## src/rtl/core/csd_pkg.sv

```systemverilog
`default_nettype none

package csd_pkg;

    // Directory dimensions.
    localparam int NUM_USERS  = 32;
    localparam int NUM_CHUNKS = 64;

    // IDs run from 1 up to this limit, capped by the 6-bit user fields.
    localparam int ID_LIMIT = (NUM_USERS < 63) ? NUM_USERS : 63;

    // Width of a holder row and of the active-user mask.
    localparam int UW  = ID_LIMIT;
    // Bits needed to index one user bit.
    localparam int UIW = $clog2(UW);
    // Bits needed to address one chunk row.
    localparam int CAW = $clog2(NUM_CHUNKS);

    // Fixed payload widths.
    localparam int USER_FW    = 6;
    localparam int CHUNK_FW   = 6;
    localparam int SHARERS_FW = 32;

    typedef enum logic [1:0] {
        ACT_JOIN  = 2'd0,
        ACT_LEAVE = 2'd1,
        ACT_REQ   = 2'd2,
        ACT_NONE  = 2'd3
    } action_t;

    typedef enum logic [2:0] {
        ST_IDLE,
        ST_RD,
        ST_WR
    } state_t;

    typedef enum logic {
        ROW_SET,
        ROW_CLR
    } row_op_t;

    // Control bundle for the shared row update unit.
    typedef struct packed {
        row_op_t         op;
        logic            valid;
        logic [UW-1:0]   mask;
    } row_ctl_t;

    function automatic logic valid_user(input logic [USER_FW-1:0] u);
        return (u != '0) && (32'(u) <= 32'(ID_LIMIT));
    endfunction

    function automatic logic [UW-1:0] user_bit(input logic [USER_FW-1:0] u);
        logic [UW-1:0] one;
        one = UW'(1);
        return one << (u - USER_FW'(1));
    endfunction

endpackage

`default_nettype wire

```

## src/rtl/core/csd_ram.sv

```systemverilog
`default_nettype none

module csd_ram #(
    parameter int WIDTH = 32,
    parameter int DEPTH = 64
) (
    input  wire logic                     clk,
    input  wire logic                     we,
    input  wire logic [$clog2(DEPTH)-1:0] waddr,
    input  wire logic [WIDTH-1:0]         wdata,
    input  wire logic [$clog2(DEPTH)-1:0] raddr,
    output logic      [WIDTH-1:0]         rdata
);

    logic [WIDTH-1:0] mem [DEPTH];

    always_ff @(posedge clk)
    begin
        if (we)
        begin
            mem[waddr] <= wdata;
        end
        rdata <= mem[raddr];
    end

endmodule

`default_nettype wire

```

## src/rtl/core/csd_row_alu.sv

```systemverilog
`default_nettype none

module csd_row_alu
    import csd_pkg::*;
(
    input  wire logic [UW-1:0] rdata,
    input  wire row_ctl_t      ctl,
    output logic      [UW-1:0] cur_row,
    output logic      [UW-1:0] new_row
);

    // A row that was never written since reset holds no holders.
    assign cur_row = ctl.valid ? rdata : '0;

    always_comb
    begin
        case (ctl.op)
            ROW_SET: new_row = cur_row | ctl.mask;
            ROW_CLR: new_row = cur_row & ~ctl.mask;
            default: new_row = cur_row;
        endcase
    end

endmodule

`default_nettype wire

```

## src/rtl/core/csd_id_alloc.sv

```systemverilog
`default_nettype none

module csd_id_alloc
    import csd_pkg::*;
(
    input  wire logic [UW-1:0]      active,
    output logic                    free_found,
    output logic [USER_FW-1:0]      free_id
);

    // Lowest clear bit wins, so the smallest free ID is handed out.
    always_comb
    begin
        free_id = '0;
        for (int i = UW - 1; i >= 0; i--)
        begin
            if (!active[i])
            begin
                free_id = USER_FW'(i + 1);
            end
        end
    end

    assign free_found = (free_id != '0);

endmodule

`default_nettype wire

```

## src/rtl/core/chunk_sharer_directory.sv

```systemverilog
// done pulses in the cycle after a transfer that touches no chunk row. A join item with a
// chunk or a request reads one row in ST_RD and may update it in ST_WR; a leave sweeps every
// row through the shared row unit in ST_RD/ST_WR pairs. done is registered from the last ST_WR.
// Throughput: one item at a time; start is taken again in the cycle that shows done.
// The receiver cannot stall: each result is flagged by done for exactly one cycle.
// Reset empties the directory at once by clearing the per-row valid bits; no clearing pass.
`default_nettype none

module chunk_sharer_directory
    import csd_pkg::*;
(
    input  wire logic                  clk,
    input  wire logic                  rst_n,
    input  wire logic                  start,
    output logic                       busy,
    input  wire logic [1:0]            action,
    input  wire logic [USER_FW-1:0]    user,
    input  wire logic [CHUNK_FW-1:0]   chunk,
    input  wire logic                  has_chunk,
    input  wire logic                  last_of_list,
    output logic                       done,
    output logic [USER_FW-1:0]         user_id,
    output logic [SHARERS_FW-1:0]      sharers,
    output logic                       found,
    output logic                       full_res
);

    // -------------------------------------------------------------------------
    // State and registers
    // -------------------------------------------------------------------------
    // The holder matrix lives in a RAM with one row per chunk. Every row operation
    // is a read of one row followed by a write of the updated row (skipped for a request
    // that adds nobody), done by the shared row unit. A leave repeats that read/write pair over every row.
    state_t                 state_reg, state_next;
    action_t                op_reg, op_next;
    logic [CAW-1:0]         addr_reg, addr_next;
    logic [UW-1:0]          mask_reg, mask_next;
    logic                   req_add_reg, req_add_next;

    logic [UW-1:0]          active_reg, active_next;
    logic                   join_open_reg, join_open_next;
    logic [USER_FW-1:0]     joining_user_reg, joining_user_next;
    logic [NUM_CHUNKS-1:0]  row_valid_reg, row_valid_next;

    logic                   done_reg;
    logic [USER_FW-1:0]     user_id_reg, user_id_next;
    logic [SHARERS_FW-1:0]  sharers_reg, sharers_next;
    logic                   found_reg, found_next;
    logic                   full_reg, full_next;

    // -------------------------------------------------------------------------
    // Decode of the incoming transfer
    // -------------------------------------------------------------------------
    action_t                act;
    logic                   accept;
    logic                   chunk_ok;
    logic                   user_active;
    logic                   leave_ok;
    logic                   join_go;
    logic                   free_found;
    logic [USER_FW-1:0]     free_id;

    assign act      = action_t'(action);
    assign busy     = (state_reg != ST_IDLE);
    assign accept   = start && !busy;
    assign chunk_ok = (32'(chunk) < 32'(NUM_CHUNKS));

    assign user_active = valid_user(user) && ((active_reg & user_bit(user)) != '0);

    // A leave of the user whose join is still open is ignored.
    assign leave_ok = user_active && !(join_open_reg && (user == joining_user_reg));

    // A join proceeds when one is already open or a free ID can be taken.
    assign join_go = join_open_reg || free_found;

    csd_id_alloc u_alloc (
        .active     (active_reg),
        .free_found (free_found),
        .free_id    (free_id)
    );

    // -------------------------------------------------------------------------
    // Row storage and the shared row unit
    // -------------------------------------------------------------------------
    row_ctl_t               row_ctl;
    logic [UW-1:0]          rdata;
    logic [UW-1:0]          cur_row;
    logic [UW-1:0]          new_row;
    logic                   wr_en;
    logic                   finish;

    assign row_ctl.op    = (op_reg == ACT_LEAVE) ? ROW_CLR : ROW_SET;
    assign row_ctl.valid = row_valid_reg[addr_reg];
    assign row_ctl.mask  = mask_reg;

    csd_ram #(
        .WIDTH (UW),
        .DEPTH (NUM_CHUNKS)
    ) u_rows (
        .clk   (clk),
        .we    (wr_en),
        .waddr (addr_reg),
        .wdata (new_row),
        .raddr (addr_reg),
        .rdata (rdata)
    );

    csd_row_alu u_alu (
        .rdata   (rdata),
        .ctl     (row_ctl),
        .cur_row (cur_row),
        .new_row (new_row)
    );

    // -------------------------------------------------------------------------
    // Sequencer: next state
    // -------------------------------------------------------------------------
    always_comb
    begin
        state_next = state_reg;
        case (state_reg)
            ST_IDLE:
            begin
                if (accept)
                begin
                    case (act)
                        ACT_JOIN:
                        begin
                            if (join_go && has_chunk && chunk_ok)
                            begin
                                state_next = ST_RD;
                            end
                        end
                        ACT_LEAVE:
                        begin
                            if (leave_ok)
                            begin
                                state_next = ST_RD;
                            end
                        end
                        ACT_REQ:
                        begin
                            if (chunk_ok)
                            begin
                                state_next = ST_RD;
                            end
                        end
                        default: state_next = ST_IDLE;
                    endcase
                end
            end
            ST_RD: state_next = ST_WR;
            ST_WR:
            begin
                if ((op_reg == ACT_LEAVE) && (addr_reg != CAW'(NUM_CHUNKS - 1)))
                begin
                    state_next = ST_RD;
                end
                else
                begin
                    state_next = ST_IDLE;
                end
            end
            default: state_next = ST_IDLE;
        endcase
    end

    // -------------------------------------------------------------------------
    // Sequencer: outputs
    // -------------------------------------------------------------------------
    always_comb
    begin
        finish = 1'b0;
        wr_en  = 1'b0;
        case (state_reg)
            ST_IDLE:
            begin
                finish = accept && (state_next == ST_IDLE);
            end
            ST_WR:
            begin
                finish = (state_next == ST_IDLE);
                // A request only adds the requester to a row that already
                // had holders, and only for an active requester.
                if (op_reg == ACT_REQ)
                begin
                    wr_en = req_add_reg && (cur_row != '0);
                end
                else
                begin
                    wr_en = 1'b1;
                end
            end
            default:
            begin
                finish = 1'b0;
                wr_en  = 1'b0;
            end
        endcase
    end

    // -------------------------------------------------------------------------
    // Directory bookkeeping and result capture
    // -------------------------------------------------------------------------
    always_comb
    begin
        logic               jo;
        logic [USER_FW-1:0] jid;

        jo                = join_open_reg;
        jid               = joining_user_reg;
        op_next           = op_reg;
        addr_next         = addr_reg;
        mask_next         = mask_reg;
        req_add_next      = req_add_reg;
        active_next       = active_reg;
        join_open_next    = join_open_reg;
        joining_user_next = joining_user_reg;
        row_valid_next    = row_valid_reg;
        user_id_next      = user_id_reg;
        sharers_next      = sharers_reg;
        found_next        = found_reg;
        full_next         = full_reg;

        if (accept)
        begin
            op_next      = act;
            addr_next    = (act == ACT_LEAVE) ? '0 : CAW'(chunk);
            mask_next    = user_bit(user);
            req_add_next = 1'b0;
            user_id_next = '0;
            sharers_next = '0;
            found_next   = 1'b0;
            full_next    = 1'b0;
            case (act)
                ACT_JOIN:
                begin
                    // The first item of a join takes the smallest free ID.
                    if (!jo)
                    begin
                        if (free_found)
                        begin
                            jo          = 1'b1;
                            jid         = free_id;
                            active_next = active_reg | user_bit(free_id);
                        end
                        else
                        begin
                            full_next = 1'b1;
                        end
                    end
                    // The closing item returns the ID and ends the join.
                    if (jo && last_of_list)
                    begin
                        user_id_next = jid;
                        jo           = 1'b0;
                    end
                    join_open_next    = jo;
                    joining_user_next = jid;
                    mask_next         = user_bit(jid);
                end
                ACT_LEAVE:
                begin
                    if (leave_ok)
                    begin
                        active_next = active_reg & ~user_bit(user);
                    end
                end
                ACT_REQ:
                begin
                    req_add_next = user_active;
                end
                default:
                begin
                    req_add_next = 1'b0;
                end
            endcase
        end
        else if (state_reg == ST_WR)
        begin
            if (op_reg == ACT_REQ)
            begin
                sharers_next = SHARERS_FW'(cur_row);
                found_next   = (cur_row != '0);
            end
            if (op_reg == ACT_LEAVE)
            begin
                addr_next = addr_reg + CAW'(1);
            end
        end

        if (wr_en)
        begin
            row_valid_next[addr_reg] = 1'b1;
        end
    end

    always_ff @(posedge clk or negedge rst_n)
    begin
        if (!rst_n)
        begin
            state_reg        <= ST_IDLE;
            op_reg           <= ACT_NONE;
            active_reg       <= '0;
            join_open_reg    <= 1'b0;
            joining_user_reg <= '0;
            row_valid_reg    <= '0;
            done_reg         <= 1'b0;
        end
        else
        begin
            state_reg        <= state_next;
            op_reg           <= op_next;
            active_reg       <= active_next;
            join_open_reg    <= join_open_next;
            joining_user_reg <= joining_user_next;
            row_valid_reg    <= row_valid_next;
            done_reg         <= finish;
        end
    end

    // Payload registers carry no reset.
    always_ff @(posedge clk)
    begin
        addr_reg    <= addr_next;
        mask_reg    <= mask_next;
        req_add_reg <= req_add_next;
        user_id_reg <= user_id_next;
        sharers_reg <= sharers_next;
        found_reg   <= found_next;
        full_reg    <= full_next;
    end

    assign done     = done_reg;
    assign user_id  = user_id_reg;
    assign sharers  = sharers_reg;
    assign found    = found_reg;
    assign full_res = full_reg;

    // -------------------------------------------------------------------------
    // Assertions
    // -------------------------------------------------------------------------
    logic [UIW-1:0] joining_idx;
    assign joining_idx = UIW'(joining_user_reg - USER_FW'(1));

    // An open join always owns an active ID.
    a_join_owns_id: assert property (@(posedge clk) disable iff (!rst_n)
        join_open_reg |-> (joining_user_reg != '0) && active_reg[joining_idx])
        else $error("open join without an active ID");

    // A result follows either a transfer that needs no row or the last write.
    a_done_source: assert property (@(posedge clk) disable iff (!rst_n)
        done_reg |-> $past(state_reg == ST_WR || (state_reg == ST_IDLE && start)))
        else $error("result strobe without a finishing step");

    // A full directory never returns an ID.
    a_full_no_id: assert property (@(posedge clk) disable iff (!rst_n)
        (done_reg && full_reg) |-> (user_id_reg == '0))
        else $error("ID returned together with full flag");

    // The row sequencer only runs for real operations.
    a_rd_op: assert property (@(posedge clk) disable iff (!rst_n)
        (state_reg == ST_RD) |-> (op_reg != ACT_NONE))
        else $error("row access for an unused action");

endmodule

`default_nettype wire

```

## config.mk

```make
export PLATFORM = sky130hd
export DESIGN_NAME = chunk_sharer_directory
export DESIGN_NICKNAME = d
export VERILOG_FILES = /design/src/rtl/core/csd_pkg.sv /design/src/rtl/core/csd_ram.sv /design/src/rtl/core/csd_row_alu.sv /design/src/rtl/core/csd_id_alloc.sv /design/src/rtl/core/chunk_sharer_directory.sv
export SDC_FILE = /design/constraint.sdc
export NUM_CORES = 2
export LEC_CHECK = 0
export ABC_AREA = 1
export BUFFER_PORTS_ARGS = -buffer_cell sky130_fd_sc_hd__buf_2
export CORE_ASPECT_RATIO = 0.5
export CORE_MARGIN = 2
export CORE_UTILIZATION = 29
export DETAILED_ROUTE_END_ITERATION = 6
export PLACE_DENSITY = 0.51
export SETUP_SLACK_MARGIN = 0.4
export SYNTH_ARGS = -nofsm -noshare
export SYNTH_HDL_FRONTEND = slang
export SYNTH_SLANG_ARGS = --single-unit
```

## constraint.sdc

```tcl
create_clock -name clk -period 7.2 [get_ports clk]
set_clock_uncertainty 0.1 [all_clocks]
set_input_delay 1.44 -clock clk [delete_from_list [all_inputs] [get_ports clk]]
set_output_delay 1.44 -clock clk [all_outputs]
set_load 0.05 [all_outputs]
```

# Word level (Yosys, flattened, before mapping)
# Memory sizes are Yosys's and may differ from the RTL's. A register that Yosys moved wholly into a read port is not among the register bits.
# Cells that the tools add are included.
# W data, S select, Z words.
word_totals:
  regBits: 188
  ram_bits: 2048
  input_bits: 19
  elab_cells: 146
  memories: 1
op_classes:
  n_addsub: 4
  magnitude_cmp: 3
  n_eq_ne: 11
  shifts: 3
  mux: 69
  bitwise_logic: 10
  reduce_logical: 31
mem_list:
  columns: ["memory", "depth", "width", "rd", "rd_clocked_by_memory_dff", "write_ports", "line", "rtl"]
  rows:
  - ["u_rows.mem", 64, 32, 1, 1, 1, "csd_ram.sv:15", "logic [WIDTH-1:0] mem [DEPTH];"]
op_table:
  columns: ["operator", "count"]
  rows:
  - ["$mux W6", 40]
  - ["$mux W32", 5]
  - ["$pmux W32 S2", 2]
  - ["$and A32 B32 Y32", 3]
  - ["$shl A1 B6 Y32 const A", 3]
  - ["$not A32 Y32", 2]
  - ["$or A32 B32 Y32", 2]
  - ["$or A64 B64 Y64", 1]
  - ["$reduce_bool A32 Y1", 2]
  - ["$pmux W3 S3", 2]
  - ["$sub A6 B1 Y6 const B", 3]
  - ["$mux W1", 14]
  - ["$reduce_bool A6 Y1", 2]
  - ["$logic_and A1 B1 Y1", 11]
  - ["$mux W3", 3]
  - ["$reduce_and A2 Y1", 4]
  - ["$lt A6 B7 Y1 const B", 1]
  - ["$add A6 B1 Y6 const B", 1]
  - ["$bmux W1 S6", 1]
  - ["$demux W1 S6", 1]
  - ["$eq A6 B6 Y1", 1]
  - ["$ge A6 B1 Y1 const B", 1]
  - ["$le A6 B6 Y1 const B", 1]
  - ["$logic_not A3 Y1", 2]
  - ["15 further kinds", 23]

# Depth between registers and ports, before layout
logic_depth:
  ltp_word: 42
  ltp_mapped: 41
  depth_no_buf: 41

# Modules after synthesis
# Synthesis repeated with hierarchy kept, for this count alone.
unflattened:
  cells_unflattened: 8208
  hier_area_um2: 93372.1
by_module_without_submodules:
  columns: ["module", "n_inst", "cells_per_inst", "area_per_inst_um2"]
  rows:
  - ["csd_ram", 1, 6769, 82738.1]
  - ["chunk_sharer_directory", 1, 1153, 9424.0]
  - ["csd_row_alu", 1, 203, 852.1]
  - ["csd_id_alloc", 1, 83, 357.8]

# Worst setup path after synthesis
# No wires, ideal clock.
synth_path:
  kind: "flip-flop to flip-flop"
  from: "register addr_reg[1]"
  to: "memory u_rows.mem[0][0], data pin"
  arrival_time_ps: 4609
  path_slack_ps: 1790
  stages_incl_launch_ff: 12
  n_path_buf: 2
  cell_sequence: "edfxtp_1 -> nand2_1 -> nor2_1 -> inv_2 -> o22ai_1 -> o41ai_1 -> nand4_1 -> or2_1 -> buf_2 -> buf_1 -> nand2_1 -> o21ai_0"
synth_via:
  elab_chain_len: 5
  elab_cells_between_ends: 6
  classes_between: "mux (4); bitwise (2)"
synth_rtl:
  columns: ["item", "line", "rtl"]
  rows:
  - ["start: declaration", "chunk_sharer_directory.sv:36", "logic [CAW-1:0] addr_reg, addr_next;"]
  - ["start signal: assignment", "chunk_sharer_directory.sv:325", "addr_reg <= addr_next;"]
  - ["$bmux W1 S6 (*)", "chunk_sharer_directory.sv:93", "assign row_ctl.valid = row_valid_reg[addr_reg];"]
  - ["$mux W1 (not written as such) (*)", "chunk_sharer_directory.sv:93", null]
  - ["$mux W32 (*)", "csd_row_alu.sv:13", "assign cur_row = ctl.valid ? rdata : '0;"]
  - ["$and A32 B32 Y32 or $or A32 B32 Y32 (tied branches)", "csd_row_alu.sv:19, csd_row_alu.sv:18", null]
  - ["$pmux W32 S2 (*)", "csd_row_alu.sv:17", "case (ctl.op)"]
  - ["named net new_row[0]", "chunk_sharer_directory.sv:88", "logic [UW-1:0] new_row;"]
  - ["end: declaration", "csd_ram.sv:15", null]
# Mark *: on every way through the listed nets, which the timed path passes. The rest lies on a longest branch. The select of a mux whose other input is x is not followed.

# Worst setup path in the final report
layout_path:
  from: "register addr_reg[2]"
  to: "memory u_rows.mem[57][23], enable pin"
layout_via:
  elab_chain_len: 9
layout_rtl:
  columns: ["item", "line", "rtl"]
  rows:
  - ["$bmux W1 S6", "chunk_sharer_directory.sv:93", null]
  - ["$mux W1 (not written as such)", "chunk_sharer_directory.sv:93", null]
  - ["$mux W32", "csd_row_alu.sv:13", null]
  - ["$reduce_bool A32 Y1", "chunk_sharer_directory.sv:187", "wr_en = req_add_reg && (cur_row != '0);"]
  - ["$logic_and A1 B1 Y1", "chunk_sharer_directory.sv:187", null]
  - ["$mux W1", "chunk_sharer_directory.sv:185", "if (op_reg == ACT_REQ)"]
  - ["$mux W1", "chunk_sharer_directory.sv:175", "case (state_reg)"]
  - ["$mux W1", "csd_ram.sv:19", "if (we)"]
  - ["$mux W1 (not written as such)", "csd_ram.sv:21", "mem[waddr] <= wdata;"]
# Several ways; a longest one is shown, not always the timed one. The select of a mux whose other input is x is not followed.

==> impl_metrics.yaml <==
timing:
  min_period_ns: 5.99
  setup_viol: 0
  rsz0062_at_grt: "no"
  max-slew-margin-rel_pct: 6.56
  fin_crit_sh_pct: 83.2
  worst_slew_pin_slew_ns: 1.40
  slew_violations: 0
  worst_slack_ns: 1.21
  tns_ns: 0
  max_freq_mhz: 167
  hold_violations: 0
clock_tree:
  ctsResizeCount: 0
  clkTransAtPathRegs_ns: 0.06
  cts.sinks: 2268
  cts_setup_buffers: 0
  cts_tree: "done"
  cts_root_buf: "clkbuf_16"
  ctsLongestPathBuffers: 3
  hold_buffers: 0
  h-tree-depth: 4
  insertion_delay_ns: 0.86
  cts_inserted_buffers: 215
place:
  pre_cts_slack_ns: 1.42
  dpl.hpwl_um: 162000
  io_buffers: 60
  gp_congestion: 0.873
worst_setup_path:
  critical_path.most_common_cell: "buf_4"
  crit_path_start: "addr_reg[2]$_DFFE_PP_"
  crit_slowest_cell: "edfxtp_1"
  crit_path_end_kind: "register"
  worstPathMaxFanout: 32
  crit_path_max_incr_delay_ns: 0.58
  cp.arrival_ns: 6.40
  reg2reg_from: "addr_reg[2]$_DFFE_PP_"
  worst-endpoint-required_ns: 7.61
  critPathLaunchType: "register"
  path_class: "reg2reg"
  worstPathCellList: "inv_1, nor3_2, inv_2, o21ai_0, o41ai_1, nand4_1, or2_1, buf_4, nand2_1, nand4_1, nor4_2, o21ai_1, nand2_2, inv_2, nand2_1, buf_4, nor2_4, buf_4"
route:
  ant_nets: 0
  drtPass1Iterations: 5
  viasPerCell: 5.15
  drt-total-wl_um: 267000
  drtIter0Drc: 6717
  wl_per_cell_um: 27.2
  num_vias: 50500
  drc: 0
synthesis:
  syn-instance-count: 5534
  synth.top_cell.area_share_pct: 74.4
  ys_seq_area_share_pct: 79.2
  syn_nets: 5554
  syn_area_um2: 84500
  synth_common_cells: "2094 x edfxtp_1, 1008 x nand2_1, 305 x a22oi_1"
  synth_most_common_cell: "edfxtp_1"
  synth_flop_cell: "edfxtp_1"
  synth_top_area_cell: "edfxtp_1"
  yosysUniqueCellTypes: 48
  async_flop_share_pct: 4.81
  synth_edf_count: 2094
  synth_area_leaders: "edfxtp_1 74%, nand2_1 4.5%, dfrtp_1 3.2%"
  yosysWarnings: 0
  syn_area_per_cell_um2: 15.3
  ys_ff_latch: 2268
final_layout:
  fill_cells: 28100
  drive_gt1_share_pct: 12.2
  largest_register_ffs: 2048
  area_growth_pct: 16.2
  regArea_um2: 66900
  nets: 5719
  multi_input_area_um2: 16700
pwr:
  ir_drop_uv: 206
  fin_total_pwr_mw: 28.3
  pwr-share-clk_pct: 39.8
  seqPwrFrac_pct: 52.3
  cellPowerDensity_nw_per_um2: 288
  internal_power_mw: 21.4
  combPwrFrac_pct: 7.9
  sw_frac_of_total_pct: 24.3
  switchingPower_mw: 6.89
  p_leak_nw: 31.5
worst_hold_path:
  worstHoldStart: "row_valid_reg[37]$_DFFE_PN0P_"
  worstHoldPathType: "reg2reg"
floorplan:
  initial_utilization_pct: 29.1
  die_y_um: 386
  io_pins: 61
  coreArea_um2: 290000
  die_area_um2: 296000
  num_rows: 140
  die_x_um: 767
grt:
  grt_max_degree: 114
  grt_usage_pct: 17.4
  antenna_found_initial: 19
  overflow: 0
  grt_pass1_vias: 47700
  grt_pass1_wl_um: 372000
run:
  maxCapViolations: 0
outcome:
  outcome: "complete, no violations"
power by group through the flow:
stage | clock network [mW] | registers (mW) | logic (mW)
2_1_floorplan | 0 | 15.1 | 1.02
3_3_place_gp | 0 | 15.1 | 2.22
3_5_place_dp | 0 | 15.1 | 2.23
4_1_cts | 11.5 | 14.8 | 2.23
5_1_grt | 11.9 | 14.8 | 2.35
6_report | 11.3 | 14.8 | 2.24
cell families after synthesis:
group | Yosys count | share of synthesized area (%)
AOI/OAI and AO/OA | 1179 | 10.4
buffers and inverters | 479 | 2.18
adders and majority gates | 1 | 0.0148
DFF | 2268 | 79.2
and+or+nand+nor | 1605 | 8.19
xor gates and xnor gates | 1 | 0.0104
other | 1 | 0.00444
metrics by stage:
stage | utilization [%] | instance area, um2 | hold WS, ns | std cells
6_report | 33.8 | 98200 | 0.358 | 9800
5_1_grt | 33.8 | 98100 | 0.374 | 9792
4_1_cts | 33.8 | 98100 | 0.359 | 9792
3_5_place_dp | 31.4 | 91200 | 0.345 | 9387
3_3_place_gp | 31.4 | 91100 | 0.340 | 9386
2_1_floorplan | - | 84500 | 0.324 | 5534
worst paths after layout:
check / endpoint / slack [ns] / cells after the start
worst max register to register: u_rows.mem[57][23]$_DFFE_PP_ / 1.21 / 18
worst min register to register: row_valid_reg[37]$_DFFE_PN0P_ / 0.36 / 2
min in group asynchronous: active_reg[5]$_DFFE_PN0P_ / 0.52 / 1
max in group asynchronous: row_valid_reg[54]$_DFFE_PN0P_ / 4.98 / 2
worst min-delay path: row_valid_reg[37]$_DFFE_PN0P_ / 0.36 / 2
worst max-delay path: u_rows.mem[57][23]$_DFFE_PP_ / 1.21 / 18
critical path, delay by kind of cell (launching register included):
kind	cells	cell delay, ns
compound gates	3	0.82
simple gates	9	2.20
flops	1	0.58
buf+inv	6	1.85
layout make-up:
type                       instances  share of cell area, %
multi-input combinational       2787                   17.0
timing repair buffer             254                   2.09
antenna                            8                 0.0204
clock buffer                     271                   5.87
sequential                      2268                   68.2
clock inverter                   134                   1.22
inverter                         173                  0.662
tap                             3905                   4.98
routing by layer:
layer  GRT usage [%]  wire length, um  vias to the layer above
met5               0               27                        -
met4            4.30             6610                        4
met3            3.28            22300                      293
met2            27.4           121000                     2136
met1            25.0           117000                    26200
li1                -                -                    21900
cells in the final DEF (no fill, tap or decap), types with 15 or more instances in the layout:
cell type / instances
nand3_1: 56
edfxtp_1: 2094
a22oi_1: 305
buf_2: 59
o21ai_4: 32
dfrtp_1: 107
clkinv_2: 50
clkbuf_16: 219
inv_2: 15
nor2_1: 142
bufinv_16: 17
dfxtp_1: 65
or2_1: 18
nor2_4: 68
a22o_1: 244
clkbuf_1: 43
a21oi_1: 111
a221oi_1: 269
nand2_1: 1008
clkinv_1: 49
inv_1: 155
o22ai_1: 22
o21ai_0: 133
nand4_1: 267
buf_12: 23
buf_4: 172
No activity file was read; power rests on OpenSTA's default activity.
